**src/gdr_pkg.sv**
```systemverilog
// ----------------------------------------------------------------------------
// gdr_pkg
// Shared types and codes for the landing-gear operation sequencer.
// ----------------------------------------------------------------------------
package gdr_pkg;

	typedef enum logic [1:0] {
		OPC_TICK    = 2'd0,
		OPC_START   = 2'd1,
		OPC_STOP    = 2'd2,
		OPC_ADVANCE = 2'd3
	} gdr_opcode_t;

	typedef enum logic [1:0] {
		OP_OPEN  = 2'd0,
		OP_MOTOR = 2'd1,
		OP_CLOSE = 2'd2,
		OP_SYNC  = 2'd3
	} gdr_op_t;

	typedef enum logic [1:0] {
		DOOR_CLOSED  = 2'd0,
		DOOR_OPENING = 2'd1,
		DOOR_OPEN    = 2'd2,
		DOOR_CLOSING = 2'd3
	} gdr_door_t;

	localparam logic [2:0] VERDICT_RUNNING   = 3'd0;
	localparam logic [2:0] VERDICT_STALL     = 3'd1;
	localparam logic [2:0] VERDICT_TMO_STALL = 3'd2;
	localparam logic [2:0] VERDICT_NO_MOTOR  = 3'd3;
	localparam logic [2:0] VERDICT_TMO_ERROR = 3'd4;

	localparam logic [2:0] STEP_IDLE       = 3'd0;
	localparam logic [2:0] STEP_OPENING    = 3'd1;
	localparam logic [2:0] STEP_MOTOR      = 3'd2;
	localparam logic [2:0] STEP_CLOSING    = 3'd3;
	localparam logic [2:0] STEP_SYNC_DOORS = 3'd4;
	localparam logic [2:0] STEP_SYNC_MOTOR = 3'd5;

	localparam logic [1:0] REG_OPEN_AT_ONCE      = 2'd0;
	localparam logic [1:0] REG_CLOSE_AT_ONCE_DEP = 2'd1;
	localparam logic [1:0] REG_CLOSE_AT_ONCE_RET = 2'd2;

	localparam int BUILD_STEPS = 5;

	typedef enum logic [2:0] {
		ST_IDLE,
		ST_DISPATCH,
		ST_BUILD,
		ST_WAIT,
		ST_BEGIN,
		ST_EMIT
	} gdr_state_t;

	typedef struct packed {
		logic latch_in;
		logic advance;
		logic clear_queue;
		logic clear_sync;
		logic start_setup;
		logic build_push;
		logic motor_start;
		logic motor_stop;
		logic ev_open;
		logic ev_close;
		logic ev_stall;
		logic ev_phase;
		logic ev_fin;
		logic ev_err;
		logic load_out;
	} gdr_cmd_t;

	typedef struct packed {
		gdr_opcode_t opcode;
		logic        active;
		gdr_op_t     cur_op;
		logic        door_done;
		logic        door_opening_busy;
		logic        door_open;
		logic        verdict_stop;
		logic        verdict_err;
		logic        open_now;
		logic        close_now;
		logic        build_last;
		logic        out_free;
	} gdr_stat_t;

endpackage

```
**src/gdr_ctrl.sv**
```systemverilog
// ----------------------------------------------------------------------------
// gdr_ctrl
// Sequencing state machine: dispatches a request, builds the op queue,
// chains through ops that complete at once and hands off the result.
// ----------------------------------------------------------------------------
module gdr_ctrl import gdr_pkg::*; (
	input  logic      clk,
	input  logic      arst_n,
	input  logic      in_valid,
	output logic      in_stall,
	input  gdr_stat_t stat,
	output gdr_cmd_t  cmd
);

	gdr_state_t state_q;
	gdr_state_t state_nxt;

	always_ff @(posedge clk or negedge arst_n) begin
		if (!arst_n) begin
			state_q <= ST_IDLE;
		end else begin
			state_q <= state_nxt;
		end
	end

	assign in_stall = (state_q != ST_IDLE);

	always_comb begin
		state_nxt = state_q;
		case (state_q)
			ST_IDLE: begin
				if (in_valid) state_nxt = ST_DISPATCH;
			end
			ST_DISPATCH: begin
				state_nxt = ST_EMIT;
				case (stat.opcode)
					OPC_TICK: begin
						if (stat.active) begin
							if ((stat.cur_op == OP_OPEN || stat.cur_op == OP_CLOSE)
									&& stat.door_done)
								state_nxt = ST_WAIT;
							if (stat.cur_op == OP_MOTOR && stat.verdict_stop)
								state_nxt = ST_WAIT;
						end
					end
					OPC_START: state_nxt = ST_BUILD;
					OPC_STOP: state_nxt = ST_EMIT;
					OPC_ADVANCE: begin
						if (stat.active && stat.cur_op == OP_SYNC) state_nxt = ST_WAIT;
					end
					default: state_nxt = ST_EMIT;
				endcase
			end
			ST_BUILD: begin
				if (stat.build_last) state_nxt = ST_WAIT;
			end
			ST_WAIT: state_nxt = ST_BEGIN;
			ST_BEGIN: begin
				state_nxt = ST_EMIT;
				if (stat.active) begin
					case (stat.cur_op)
						OP_OPEN: begin
							if (!stat.door_opening_busy && (stat.door_open || stat.open_now))
								state_nxt = ST_WAIT;
						end
						OP_CLOSE: begin
							if (stat.close_now) state_nxt = ST_WAIT;
						end
						default: state_nxt = ST_EMIT;
					endcase
				end
			end
			ST_EMIT: begin
				if (stat.out_free) state_nxt = ST_IDLE;
			end
			default: state_nxt = ST_IDLE;
		endcase
	end

	always_comb begin
		cmd = '0;
		case (state_q)
			ST_IDLE: cmd.latch_in = in_valid;
			ST_DISPATCH: begin
				case (stat.opcode)
					OPC_TICK: begin
						if (stat.active) begin
							case (stat.cur_op)
								OP_OPEN, OP_CLOSE: cmd.advance = stat.door_done;
								OP_MOTOR: begin
									if (stat.verdict_stop) begin
										cmd.motor_stop = 1'b1;
										cmd.advance    = 1'b1;
									end else if (stat.verdict_err) begin
										cmd.clear_queue = 1'b1;
										cmd.ev_phase    = 1'b1;
										cmd.ev_fin      = 1'b1;
										cmd.ev_err      = 1'b1;
									end
								end
								default: cmd.advance = 1'b0;
							endcase
						end
					end
					OPC_START: begin
						cmd.start_setup = 1'b1;
						cmd.clear_queue = 1'b1;
					end
					OPC_STOP: begin
						cmd.clear_queue = 1'b1;
						cmd.clear_sync  = 1'b1;
					end
					OPC_ADVANCE: cmd.advance = stat.active && stat.cur_op == OP_SYNC;
					default: cmd.advance = 1'b0;
				endcase
			end
			ST_BUILD: cmd.build_push = 1'b1;
			ST_BEGIN: begin
				if (!stat.active) begin
					cmd.clear_queue = 1'b1;
					cmd.clear_sync  = 1'b1;
					cmd.ev_phase    = 1'b1;
					cmd.ev_fin      = 1'b1;
				end else begin
					case (stat.cur_op)
						OP_OPEN: begin
							if (stat.door_opening_busy) begin
								cmd.ev_phase = 1'b1;
							end else if (stat.door_open) begin
								cmd.advance = 1'b1;
							end else begin
								cmd.ev_open  = 1'b1;
								cmd.advance  = stat.open_now;
								cmd.ev_phase = !stat.open_now;
							end
						end
						OP_MOTOR: begin
							cmd.motor_start = 1'b1;
							cmd.ev_stall    = 1'b1;
							cmd.ev_phase    = 1'b1;
						end
						OP_CLOSE: begin
							cmd.ev_close = 1'b1;
							cmd.advance  = stat.close_now;
							cmd.ev_phase = !stat.close_now;
						end
						default: cmd.ev_phase = 1'b1;
					endcase
				end
			end
			ST_EMIT: cmd.load_out = stat.out_free;
			default: cmd = '0;
		endcase
	end

endmodule

```
**src/gdr_dpath.sv**
```systemverilog
// ----------------------------------------------------------------------------
// gdr_dpath
// Datapath: request registers, op queue memory, queue pointers, flags,
// config registers and the result register.
// ----------------------------------------------------------------------------
module gdr_dpath import gdr_pkg::*; #(
	parameter int QUEUE_DEPTH = 8
) (
	input  logic              clk,
	input  logic              arst_n,
	input  gdr_cmd_t          cmd,
	output gdr_stat_t         stat,
	input  logic [1:0]        opcode,
	input  logic              deploy_dir,
	input  logic              sync_wanted,
	input  logic              door_busy,
	input  logic [1:0]        door_status,
	input  logic              door_done,
	input  logic [2:0]        stall_verdict,
	input  logic              cfg_we,
	input  logic [1:0]        cfg_index,
	input  logic              cfg_data,
	output logic              out_valid,
	input  logic              out_stall,
	output logic signed [1:0] motor_drive,
	output logic              motor_on,
	output logic              door_open_cmd,
	output logic              door_close_cmd,
	output logic              door_cmd_deploy,
	output logic              stall_start,
	output logic [2:0]        step_code,
	output logic              phase_event,
	output logic              seq_finished,
	output logic              seq_error,
	output logic              dir_deploying
);

	localparam int IDX_W  = $clog2(QUEUE_DEPTH + 1);
	localparam int ADDR_W = $clog2(QUEUE_DEPTH);

	gdr_opcode_t opcode_q;
	logic        dep_in_q;
	logic        syn_in_q;
	logic        busy_q;
	gdr_door_t   door_q;
	logic        done_q;
	logic [2:0]  verdict_q;

	logic cfg_open_q;
	logic cfg_close_dep_q;
	logic cfg_close_ret_q;

	gdr_op_t    mem_q [QUEUE_DEPTH];
	gdr_op_t    rd_q;
	logic [IDX_W-1:0] count_q;
	logic [IDX_W-1:0] idx_q;
	logic [2:0] build_k_q;
	logic       need_open_q;
	logic       prev_motor_q;

	logic dep_q;
	logic sync_q;
	logic motor_q;

	logic ev_open_q, ev_close_q, ev_cmd_dep_q, ev_stall_q;
	logic ev_phase_q, ev_fin_q, ev_err_q;
	logic out_valid_q;

	logic    active;
	logic    need_open;
	logic    build_inc;
	gdr_op_t build_op;
	logic [2:0] step_now;

	assign active = (idx_q < count_q);

	always_comb begin
		need_open = 1'b1;
		if (active) begin
			case (rd_q)
				OP_OPEN:  need_open = syn_in_q;
				OP_MOTOR: need_open = 1'b0;
				OP_CLOSE: need_open = 1'b1;
				default:  need_open = 1'b0;
			endcase
		end
	end

	always_comb begin
		case (build_k_q)
			3'd0: begin
				build_inc = need_open_q;
				build_op  = OP_OPEN;
			end
			3'd1, 3'd3: begin
				build_inc = sync_q;
				build_op  = OP_SYNC;
			end
			3'd2: begin
				build_inc = 1'b1;
				build_op  = OP_MOTOR;
			end
			default: begin
				build_inc = 1'b1;
				build_op  = OP_CLOSE;
			end
		endcase
	end

	always_comb begin
		step_now = STEP_IDLE;
		if (active) begin
			case (rd_q)
				OP_OPEN:  step_now = STEP_OPENING;
				OP_MOTOR: step_now = STEP_MOTOR;
				OP_CLOSE: step_now = STEP_CLOSING;
				default:  step_now = prev_motor_q ? STEP_SYNC_MOTOR : STEP_SYNC_DOORS;
			endcase
		end
	end

	always_comb begin
		stat.opcode            = opcode_q;
		stat.active            = active;
		stat.cur_op            = rd_q;
		stat.door_done         = done_q;
		stat.door_opening_busy = busy_q && door_q == DOOR_OPENING;
		stat.door_open         = (door_q == DOOR_OPEN);
		stat.verdict_stop      = (verdict_q == VERDICT_STALL || verdict_q == VERDICT_TMO_STALL
			|| verdict_q == VERDICT_NO_MOTOR);
		stat.verdict_err       = (verdict_q == VERDICT_TMO_ERROR);
		stat.open_now          = cfg_open_q;
		stat.close_now         = dep_q ? cfg_close_dep_q : cfg_close_ret_q;
		stat.build_last        = (build_k_q == 3'(BUILD_STEPS - 1));
		stat.out_free          = !out_valid_q || !out_stall;
	end

	always_ff @(posedge clk) begin
		if (cmd.latch_in) begin
			opcode_q  <= gdr_opcode_t'(opcode);
			dep_in_q  <= deploy_dir;
			syn_in_q  <= sync_wanted;
			busy_q    <= door_busy;
			door_q    <= gdr_door_t'(door_status);
			done_q    <= door_done;
			verdict_q <= stall_verdict;
		end
	end

	always_ff @(posedge clk) begin
		if (cmd.build_push && build_inc && count_q < IDX_W'(QUEUE_DEPTH))
			mem_q[count_q[ADDR_W-1:0]] <= build_op;
		if (idx_q < IDX_W'(QUEUE_DEPTH))
			rd_q <= mem_q[idx_q[ADDR_W-1:0]];
		else
			rd_q <= OP_OPEN;
	end

	always_ff @(posedge clk or negedge arst_n) begin
		if (!arst_n) begin
			cfg_open_q      <= 1'b0;
			cfg_close_dep_q <= 1'b0;
			cfg_close_ret_q <= 1'b0;
		end else if (cfg_we) begin
			case (cfg_index)
				REG_OPEN_AT_ONCE:      cfg_open_q      <= cfg_data;
				REG_CLOSE_AT_ONCE_DEP: cfg_close_dep_q <= cfg_data;
				REG_CLOSE_AT_ONCE_RET: cfg_close_ret_q <= cfg_data;
				default:               cfg_open_q      <= cfg_open_q;
			endcase
		end
	end

	always_ff @(posedge clk or negedge arst_n) begin
		if (!arst_n) begin
			count_q      <= '0;
			idx_q        <= '0;
			build_k_q    <= '0;
			need_open_q  <= 1'b0;
			prev_motor_q <= 1'b0;
			dep_q        <= 1'b0;
			sync_q       <= 1'b0;
			motor_q      <= 1'b0;
		end else begin
			if (cmd.start_setup) begin
				need_open_q <= need_open;
				dep_q       <= dep_in_q;
				sync_q      <= syn_in_q;
				build_k_q   <= '0;
			end
			if (cmd.clear_queue) begin
				count_q      <= '0;
				idx_q        <= '0;
				prev_motor_q <= 1'b0;
				motor_q      <= 1'b0;
			end
			if (cmd.clear_sync) sync_q <= 1'b0;
			if (cmd.build_push) begin
				build_k_q <= build_k_q + 3'd1;
				if (build_inc && count_q < IDX_W'(QUEUE_DEPTH)) count_q <= count_q + 1'b1;
			end
			if (cmd.advance && active) begin
				idx_q        <= idx_q + 1'b1;
				prev_motor_q <= (rd_q == OP_MOTOR);
			end
			if (cmd.motor_start) motor_q <= 1'b1;
			if (cmd.motor_stop)  motor_q <= 1'b0;
		end
	end

	always_ff @(posedge clk or negedge arst_n) begin
		if (!arst_n) begin
			ev_open_q    <= 1'b0;
			ev_close_q   <= 1'b0;
			ev_cmd_dep_q <= 1'b0;
			ev_stall_q   <= 1'b0;
			ev_phase_q   <= 1'b0;
			ev_fin_q     <= 1'b0;
			ev_err_q     <= 1'b0;
		end else if (cmd.latch_in) begin
			ev_open_q    <= 1'b0;
			ev_close_q   <= 1'b0;
			ev_cmd_dep_q <= 1'b0;
			ev_stall_q   <= 1'b0;
			ev_phase_q   <= 1'b0;
			ev_fin_q     <= 1'b0;
			ev_err_q     <= 1'b0;
		end else begin
			if (cmd.ev_open) begin
				ev_open_q    <= 1'b1;
				ev_cmd_dep_q <= 1'b1;
			end
			if (cmd.ev_close) begin
				ev_close_q   <= 1'b1;
				ev_cmd_dep_q <= dep_q;
			end
			if (cmd.ev_stall) ev_stall_q <= 1'b1;
			if (cmd.ev_phase) ev_phase_q <= 1'b1;
			if (cmd.ev_fin)   ev_fin_q   <= 1'b1;
			if (cmd.ev_err)   ev_err_q   <= 1'b1;
		end
	end

	always_ff @(posedge clk or negedge arst_n) begin
		if (!arst_n) begin
			out_valid_q <= 1'b0;
		end else if (cmd.load_out) begin
			out_valid_q <= 1'b1;
		end else if (!out_stall) begin
			out_valid_q <= 1'b0;
		end
	end

	always_ff @(posedge clk) begin
		if (cmd.load_out) begin
			motor_drive     <= motor_q ? (dep_q ? 2'sd1 : -2'sd1) : 2'sd0;
			motor_on        <= motor_q;
			door_open_cmd   <= ev_open_q;
			door_close_cmd  <= ev_close_q;
			door_cmd_deploy <= (ev_open_q || ev_close_q) && ev_cmd_dep_q;
			stall_start     <= ev_stall_q;
			step_code       <= step_now;
			phase_event     <= ev_phase_q;
			seq_finished    <= ev_fin_q;
			seq_error       <= ev_err_q;
			dir_deploying   <= dep_q;
		end
	end

	assign out_valid = out_valid_q;

endmodule

```
**src/gear_deploy_retract_op_sequencer.sv**
```systemverilog
// ----------------------------------------------------------------------------
// gear_deploy_retract_op_sequencer
// Landing-gear deploy/retract op sequencer: queue of door, sync and motor ops.
//
//   channel | handshake             | content
//   --------+-----------------------+-------------------------------------------
//   in      | in_valid / in_stall   | opcode, direction, door and stall status
//   out     | out_valid / out_stall | motor drive, door commands, step, flags
//   cfg     | cfg_valid / cfg_ready | cfg_index, cfg_data (one bit register)
//
// One request at a time. Tick, stop and advance go from accept through dispatch
// to the result register; each op that completes at once adds a pass through wait and begin.
// Start also builds the queue before that: the queue is written one entry
// a cycle and the queue memory has one registered read port.
// A waiting result stalls the next request only at its own hand-off.
// Reset clears all control state and the config registers; no clearing pass.
// ----------------------------------------------------------------------------
module gear_deploy_retract_op_sequencer import gdr_pkg::*; #(
	parameter int QUEUE_DEPTH = 8
) (
	input  logic              clk,
	input  logic              arst_n,
	input  logic              in_valid,
	output logic              in_stall,
	input  logic [1:0]        opcode,
	input  logic              deploy_dir,
	input  logic              sync_wanted,
	input  logic              door_busy,
	input  logic [1:0]        door_status,
	input  logic              door_done,
	input  logic [2:0]        stall_verdict,
	input  logic              cfg_valid,
	output logic              cfg_ready,
	input  logic [1:0]        cfg_index,
	input  logic              cfg_data,
	output logic              out_valid,
	input  logic              out_stall,
	output logic signed [1:0] motor_drive,
	output logic              motor_on,
	output logic              door_open_cmd,
	output logic              door_close_cmd,
	output logic              door_cmd_deploy,
	output logic              stall_start,
	output logic [2:0]        step_code,
	output logic              phase_event,
	output logic              seq_finished,
	output logic              seq_error,
	output logic              dir_deploying
);

	gdr_cmd_t  cmd;
	gdr_stat_t stat;

	assign cfg_ready = 1'b1;

	gdr_ctrl u_ctrl (
		.clk      (clk),
		.arst_n   (arst_n),
		.in_valid (in_valid),
		.in_stall (in_stall),
		.stat     (stat),
		.cmd      (cmd)
	);

	gdr_dpath #(
		.QUEUE_DEPTH (QUEUE_DEPTH)
	) u_dpath (
		.clk             (clk),
		.arst_n          (arst_n),
		.cmd             (cmd),
		.stat            (stat),
		.opcode          (opcode),
		.deploy_dir      (deploy_dir),
		.sync_wanted     (sync_wanted),
		.door_busy       (door_busy),
		.door_status     (door_status),
		.door_done       (door_done),
		.stall_verdict   (stall_verdict),
		.cfg_we          (cfg_valid && cfg_ready),
		.cfg_index       (cfg_index),
		.cfg_data        (cfg_data),
		.out_valid       (out_valid),
		.out_stall       (out_stall),
		.motor_drive     (motor_drive),
		.motor_on        (motor_on),
		.door_open_cmd   (door_open_cmd),
		.door_close_cmd  (door_close_cmd),
		.door_cmd_deploy (door_cmd_deploy),
		.stall_start     (stall_start),
		.step_code       (step_code),
		.phase_event     (phase_event),
		.seq_finished    (seq_finished),
		.seq_error       (seq_error),
		.dir_deploying   (dir_deploying)
	);

endmodule

```
**config.mk**
```make
export PLATFORM = sky130hd
export DESIGN_NAME = gear_deploy_retract_op_sequencer
export DESIGN_NICKNAME = d
export VERILOG_FILES = /design/src/gdr_pkg.sv /design/src/gdr_ctrl.sv /design/src/gdr_dpath.sv /design/src/gear_deploy_retract_op_sequencer.sv
export SDC_FILE = /design/constraint.sdc
export NUM_CORES = 1
export LEC_CHECK = 0
export BUFFER_PORTS_ARGS = -buffer_cell sky130_fd_sc_hd__buf_4
export CORE_AREA = 10 10 86 88
export CTS_BUF_LIST = sky130_fd_sc_hd__clkbuf_2 sky130_fd_sc_hd__clkbuf_4 sky130_fd_sc_hd__clkbuf_8
export CTS_CLUSTER_SIZE = 16
export DETAILED_ROUTE_END_ITERATION = 12
export DIE_AREA = 0 0 96 98
export GPL_ROUTABILITY_DRIVEN = 0
export PLACE_DENSITY = 0.8
export REMOVE_ABC_BUFFERS = 1
export SYNTH_ARGS = -nofsm -noshare
export SYNTH_HDL_FRONTEND = slang
export SYNTH_SLANG_ARGS = --single-unit
```
**constraint.sdc**
```tcl
create_clock -name clk -period 2.85 [get_ports clk]
set_input_delay 0.57 -clock clk [delete_from_list [all_inputs] [get_ports clk]]
set_output_delay 0.57 -clock clk [all_outputs]
set_load 0.02 [all_outputs]
```
Yosys cells after proc, flatten, opt, wreduce, memory -nomap -nowiden
Memory sizes are Yosys's and may differ from the RTL's. A register that Yosys moved wholly into a read port is not among the register bits.
Cells that the tools add are included.
{ "totals": {"reg_bits": 55, "mem_bits_rw": 16, "in_bits": 19, "word_cells": 215, "mem_count": 1} }
{ "mem_list": {"columns": ["name", "words", "width", "read_ports", "rd_ports_with_merged_regs", "wr", "line", "text"], "rows": [
  ["u_dpath.mem_q", 8, 2, 1, 1, 1, "gdr_dpath.sv:53", "gdr_op_t mem_q [QUEUE_DEPTH];"]
]} }
{ "op_classes": {"n_addsub": 3, "n_lt_le_gt_ge": 3, "n_eq_ne": 27, "n_mux": 97, "n_reduce_logical": 46} }
{ "op_table": {"columns": ["cell", "count"], "rows": [
  ["$mux W3", 19],
  ["$mux W1", 56],
  ["$mux W4", 5],
  ["$eq A3 B2 Y1 const B", 6],
  ["$pmux W3 S6", 1],
  ["$reduce_bool A2 Y1", 9],
  ["$pmux W1 S2", 7],
  ["$eq A2 B2 Y1 const B", 6],
  ["$eq A3 B3 Y1 const B", 4],
  ["$pmux W3 S2", 2],
  ["$pmux W3 S4", 1],
  ["$logic_and A1 B1 Y1", 10],
  ["$eq A3 B1 Y1 const B", 3],
  ["$pmux W3 S3", 1],
  ["$reduce_bool A3 Y1", 3],
  ["$add A4 B1 Y4 const B", 2],
  ["$eq A2 B1 Y1 const B", 4],
  ["$lt A4 B4 Y1 const B", 2],
  ["$logic_not A1 Y1", 6],
  ["$logic_not A2 Y1", 3],
  ["$logic_not A3 Y1", 2],
  ["$logic_or A1 B1 Y1", 6],
  ["$mux W2", 3],
  ["$pmux W2 S3", 1],
  ["other kinds (8)", 14]
]} }

Longest topological paths before layout
{ "depth": {"ltp_word": 11, "ltp_mapped": 9, "ltp_nobuf": 8} }

Cells and area by module
Synthesis repeated with hierarchy kept, for this count alone.
{ "unflattened": {"hier_cells": 288, "area_unflattened_um2": 3488.3} }
{ "modules_own_cells": {"columns": ["mod", "instances", "cells_per_inst", "area_per_inst_um2", "seq_area_each_um2"], "rows": [
  ["gdr_dpath", 1, 216, 2956.6, 1946.9],
  ["gdr_ctrl", 1, 70, 520.5, 75.1],
  ["gear_deploy_retract_op_sequencer", 1, 2, 11.3, 0.0]
]} }

Least setup slack after synthesis
No wires, ideal clock.
{ "synth_path": {"path_kind": "register to register", "startpoint": "register u_ctrl.state_q[2]", "endpoint": "register u_dpath.dir_deploying, enable pin", "arrival_time_ps": 1773, "required_time_ps": 2444, "setup_slack_ps": 671, "stages_incl_launch_ff": 4, "path_buffers": 1, "period_less_slack_ps": 2179, "cell_sequence": "dfrtp_1 > buf_2 > nand2_1 > nor3b_1"} }
{ "synth_rtl": {"columns": ["item", "line", "text"], "rows": [
  ["from (decl)", "gdr_ctrl.sv:15", "gdr_state_t state_q;"],
  ["from (signal assigned)", "gdr_ctrl.sv:22", "state_q <= state_nxt;"],
  ["to (signal assigned)", "gdr_dpath.sv:266", "dir_deploying <= dep_q;"],
  ["to (decl)", "gdr_dpath.sv:35", "output logic dir_deploying"]
]} }

Worst setup path after layout
{ "layout_path": {"startpoint": "register u_dpath.count_q[2]", "endpoint": "register u_dpath.idx_q[0]"} }
{ "layout_via": {"elab_chain_cells": 6} }
{ "layout_rtl": {"columns": ["item", "line", "text"], "rows": [
  ["from (decl)", "gdr_dpath.sv:55", "logic [IDX_W-1:0] count_q;"],
  ["from (signal assigned)", "gdr_dpath.sv:200", "if (build_inc && count_q < IDX_W'(QUEUE_DEPTH)) count_q <= count_q + 1'b1;"],
  ["$lt A4 B4 Y1 *", "gdr_dpath.sv:75", "assign active = (idx_q < count_q);"],
  ["$mux W2 / $logic_and A1 B1 Y1 (equally long branches)", "gdr_ctrl.sv:87, gdr_ctrl.sv:113", null],
  ["$pmux W1 S2", "gdr_ctrl.sv:85", "case (stat.opcode)"],
  ["$pmux W3 S2", "gdr_ctrl.sv:82", "case (state_q)"],
  ["$logic_and A1 B1 Y1", "gdr_dpath.sv:202", "if (cmd.advance && active) begin"],
  ["$mux W4 / $reduce_bool A2 Y1 (equally long branches)", null, null],
  ["to (signal assigned)", "gdr_dpath.sv:203", "idx_q <= idx_q + 1'b1;"],
  ["to (decl)", "gdr_dpath.sv:56", "logic [IDX_W-1:0] idx_q;"]
]} }
Mark *: on every way between the ends. The rest lies on a longest branch, timed or not.
A chain may end at the register's enable or synchronous reset.

==> results.py <==
metrics = {
    "run_status": {
        "status": "finished, final reports clean",
    },
    "critical_path": {
        "reg2reg_depth": 8,
        "cp_num_buf_inv": 1,
        "cp-start-kind": "flop",
        "crit_fanout": 7,
        "cp-end-kind": "flop",
        "path_class": "reg2reg",
        "crit_cells": 8,
        "worstPathRequired_ns": 3.08,
        "critPathSlowestCell": "dfrtp_1",
        "path_delay_family": "compound AO/OA/AOI/OAI gates",
        "crit_chain": "inv_1 -> ha_1 -> o21ai_0 -> nand2b_1 -> a221oi_1 -> a41o_2 -> nor2_2 -> mux2_4",
        "arrival_ns": 2.59,
        "slowest_delay_ns": 0.46,
    },
    "clock_tree": {
        "clk_latency_ns": 0.35,
        "cts_root_buf": "clkbuf_8",
        "cts_tree": "yes",
        "numCtsBuffers": 9,
        "cts.sinks": 73,
        "hold_buffers": 0,
        "post_cts_buffers": 0,
        "post_cts_resized": 0,
        "clkTransAtPathRegs_ns": 0.07,
        "h-tree-depth": 3,
        "cts_buffer_depth": 2,
    },
    "logic_synthesis": {
        "ys_types": 56,
        "yosys_warnings": 0,
        "synth_flop_cell": "edfxtp_1",
        "synth_area_leader_cell": "edfxtp_1",
        "seq_area_frac_synth": 0.590,
        "yosysTopAreaCellShare": 0.360,
        "syn_area_per_cell_um2": 12.7,
        "synthCells": 269,
        "syn_area_um2": 3420,
        "ys_top_cells_by_area": "edfxtp_1 (36%), dfrtp_1 (22%), ha_1 (6.6%), mux4_2 (2.6%), nor2_1 (2.6%)",
        "async_reset_ff_frac": 0.411,
        "ys_ff_latch": 73,
        "yosysMostFrequentCell": "edfxtp_1",
        "synth_edf_count": 41,
        "netlist_top_cells_count": "edfxtp_1 (41), dfrtp_1 (30), nor2_1 (24)",
    },
    "global_route": {
        "grt_pass1_vias": 2275,
        "grt_max_degree": 31,
        "grt_overflow": 0,
        "grt_pass1_wl_um": 11000,
        "grt_usage": 0.150,
        "antenna_found_initial": 0,
    },
    "die": {
        "die_area_um2": 9410,
        "core_um2": 5750,
        "std_cell_rows": 28,
        "initial_core_util": 0.596,
        "die_h_um": 98,
        "die_w_um": 96,
        "ios": 36,
    },
    "placement": {
        "preCtsSetupSlack_ns": 0.515,
        "io_buffer_count": 34,
        "hpwl_um": 4880,
    },
    "worst_hold_path": {
        "hp-class": "in2async",
    },
    "flow_run": {
        "maxCapViolCount": 0,
    },
    "timing": {
        "rsz0062_at_grt": "no",
        "worst_pin_slew_ns": 0.555,
        "fin_ws_ns": 0.492,
        "min_period_ns": 2.36,
        "finalSetupTns_ns": 0,
        "fmax_mhz": 424,
        "maxSlewHeadroom": 0.629,
        "slew_violations": 0,
        "hold_viol": 0,
        "setup_viol": 0,
        "period_share": 0.828,
        "finalClockSkew_ns": 0.00853,
    },
    "routing": {
        "vias": 2248,
        "antenna_left": 0,
        "drt-total-wl_um": 6550,
        "routedWlPerCell_um": 16.9,
        "via_per_inst": 5.79,
        "post-route-drc-count": 0,
        "drtIter0Drc": 144,
        "dr.pass1.iters": 4,
    },
    "pwr": {
        "power_density_nw_per_um2": 844,
        "p_leak_nw": 1.61,
        "ir_worst_vdd_v": 0.000454,
    },
    "final_layout": {
        "final_nets": 345,
        "diodes": 0,
        "synthToLayoutAreaGrowth_pct": 14.9,
        "drive_above_1_share": 0.227,
    },
}
[power breakdown]
group | switching [mW] | internal [mW] | total [mW]
Clock | 0.379 | 0.424 | 0.802
Sequential | 0.190 | 1.37 | 1.56
Combinational | 0.564 | 0.392 | 0.956
Total | 1.13 | 2.19 | 3.32
[path summary, 6_finish.rpt]
path,slack [ns],start,to
max in group asynchronous,2.42,arst_n,u_dpath.out_valid$_DFFE_PN0P_
worst max-delay path,0.49,u_dpath.count_q[2]$_DFF_PN0_,u_dpath.idx_q[0]$_DFFE_PN0P_
min in group clk,0.39,sync_wanted,u_dpath.syn_in_q$_DFFE_PP_
worst max register to register,0.49,u_dpath.count_q[2]$_DFF_PN0_,u_dpath.idx_q[0]$_DFFE_PN0P_
worst min-delay path,0.14,arst_n,u_dpath.cfg_open_q$_DFFE_PN0P_
worst min register to register,0.45,u_dpath.ev_phase_q$_DFFE_PN0P_,u_dpath.phase_event$_DFFE_PP_
[layout by cell type (no fill, tap or decap), types with 6 or more instances in the layout]
cell type,instances
nor3_1,8
inv_1,15
nor2_1,24
nand2_1,13
dfrtp_1,30
clkbuf_8,9
ha_1,18
mux2i_1,6
o21ai_0,11
a21oi_1,13
edfxtp_1,41
buf_4,35
[per-layer routing]
metal  vias to the layer above  wire length (um)  part of all wire  track usage
li1                       1073                 -                 -            -
met1                      1085              2880              0.44        0.201
met2                        75              2980              0.46        0.213
met3                        15               553             0.084       0.0521
met4                         0               134             0.020       0.0647
met5                         -                 0                 0            0
[cell families (layout without fill, tap and decap cells)]
logic type,Yosys count,in the layout,share of synthesized area
AOI/OAI and AO/OA,60,60,0.122
xor gates and xnor gates,2,2,0.00512
adders and majority gates,18,18,0.0658
buffers and inverters,22,66,0.0311
DFF,73,73,0.590
muxes,15,15,0.0614
other,1,1,0.00110
and+or+nand+nor,78,78,0.124
[flip-flops by register name, indices dropped and copies added, names as in the netlist, 2 cells and up]
name / flops
u_dpath.verdict_q: 3
u_dpath.build_k_q: 3
u_dpath.motor_drive: 2
u_dpath.count_q: 4
u_dpath.rd_q: 2
u_dpath.idx_q: 4
u_ctrl.state_q: 3
u_dpath.opcode_q: 2
u_dpath.step_code: 3
u_dpath.door_q: 2
u_dpath.mem_q: 16
[through the flow]
step / instances / hold WS, ns / utilization / power (mW) / instance area (um2)
finish: 388 / 0.137 / 0.685 / 3.32 / 3930
global route: 388 / 0.149 / 0.685 / 3.53 / 3930
CTS: 388 / 0.143 / 0.685 / 3.35 / 3930
detailed placement: 372 / 0.440 / 0.650 / 2.53 / 3740
global placement: 372 / 0.437 / 0.650 / 2.50 / 3740
floorplan: 262 / 0.274 / - / 2.19 / 3370
[cell type report]
type	instances	area, um2
Fill cell	422	1810
Clock inverter	5	58.8
Inverter	15	56.3
Clock buffer	11	139
Multi-Input combinational cell	174	1300
Sequential cell	73	2020
Tap cell	75	93.8
Timing Repair Buffer	35	263
[worst register-to-register path, cell delays in order, from the launching register on]
cell,delay (ns)
dfrtp_1,0.46
inv_1,0.12
ha_1,0.29
o21ai_0,0.22
nand2b_1,0.17
a221oi_1,0.41
a41o_2,0.25
nor2_2,0.08
mux2_4,0.26
Note: power is estimated with default switching activity, not from simulation.
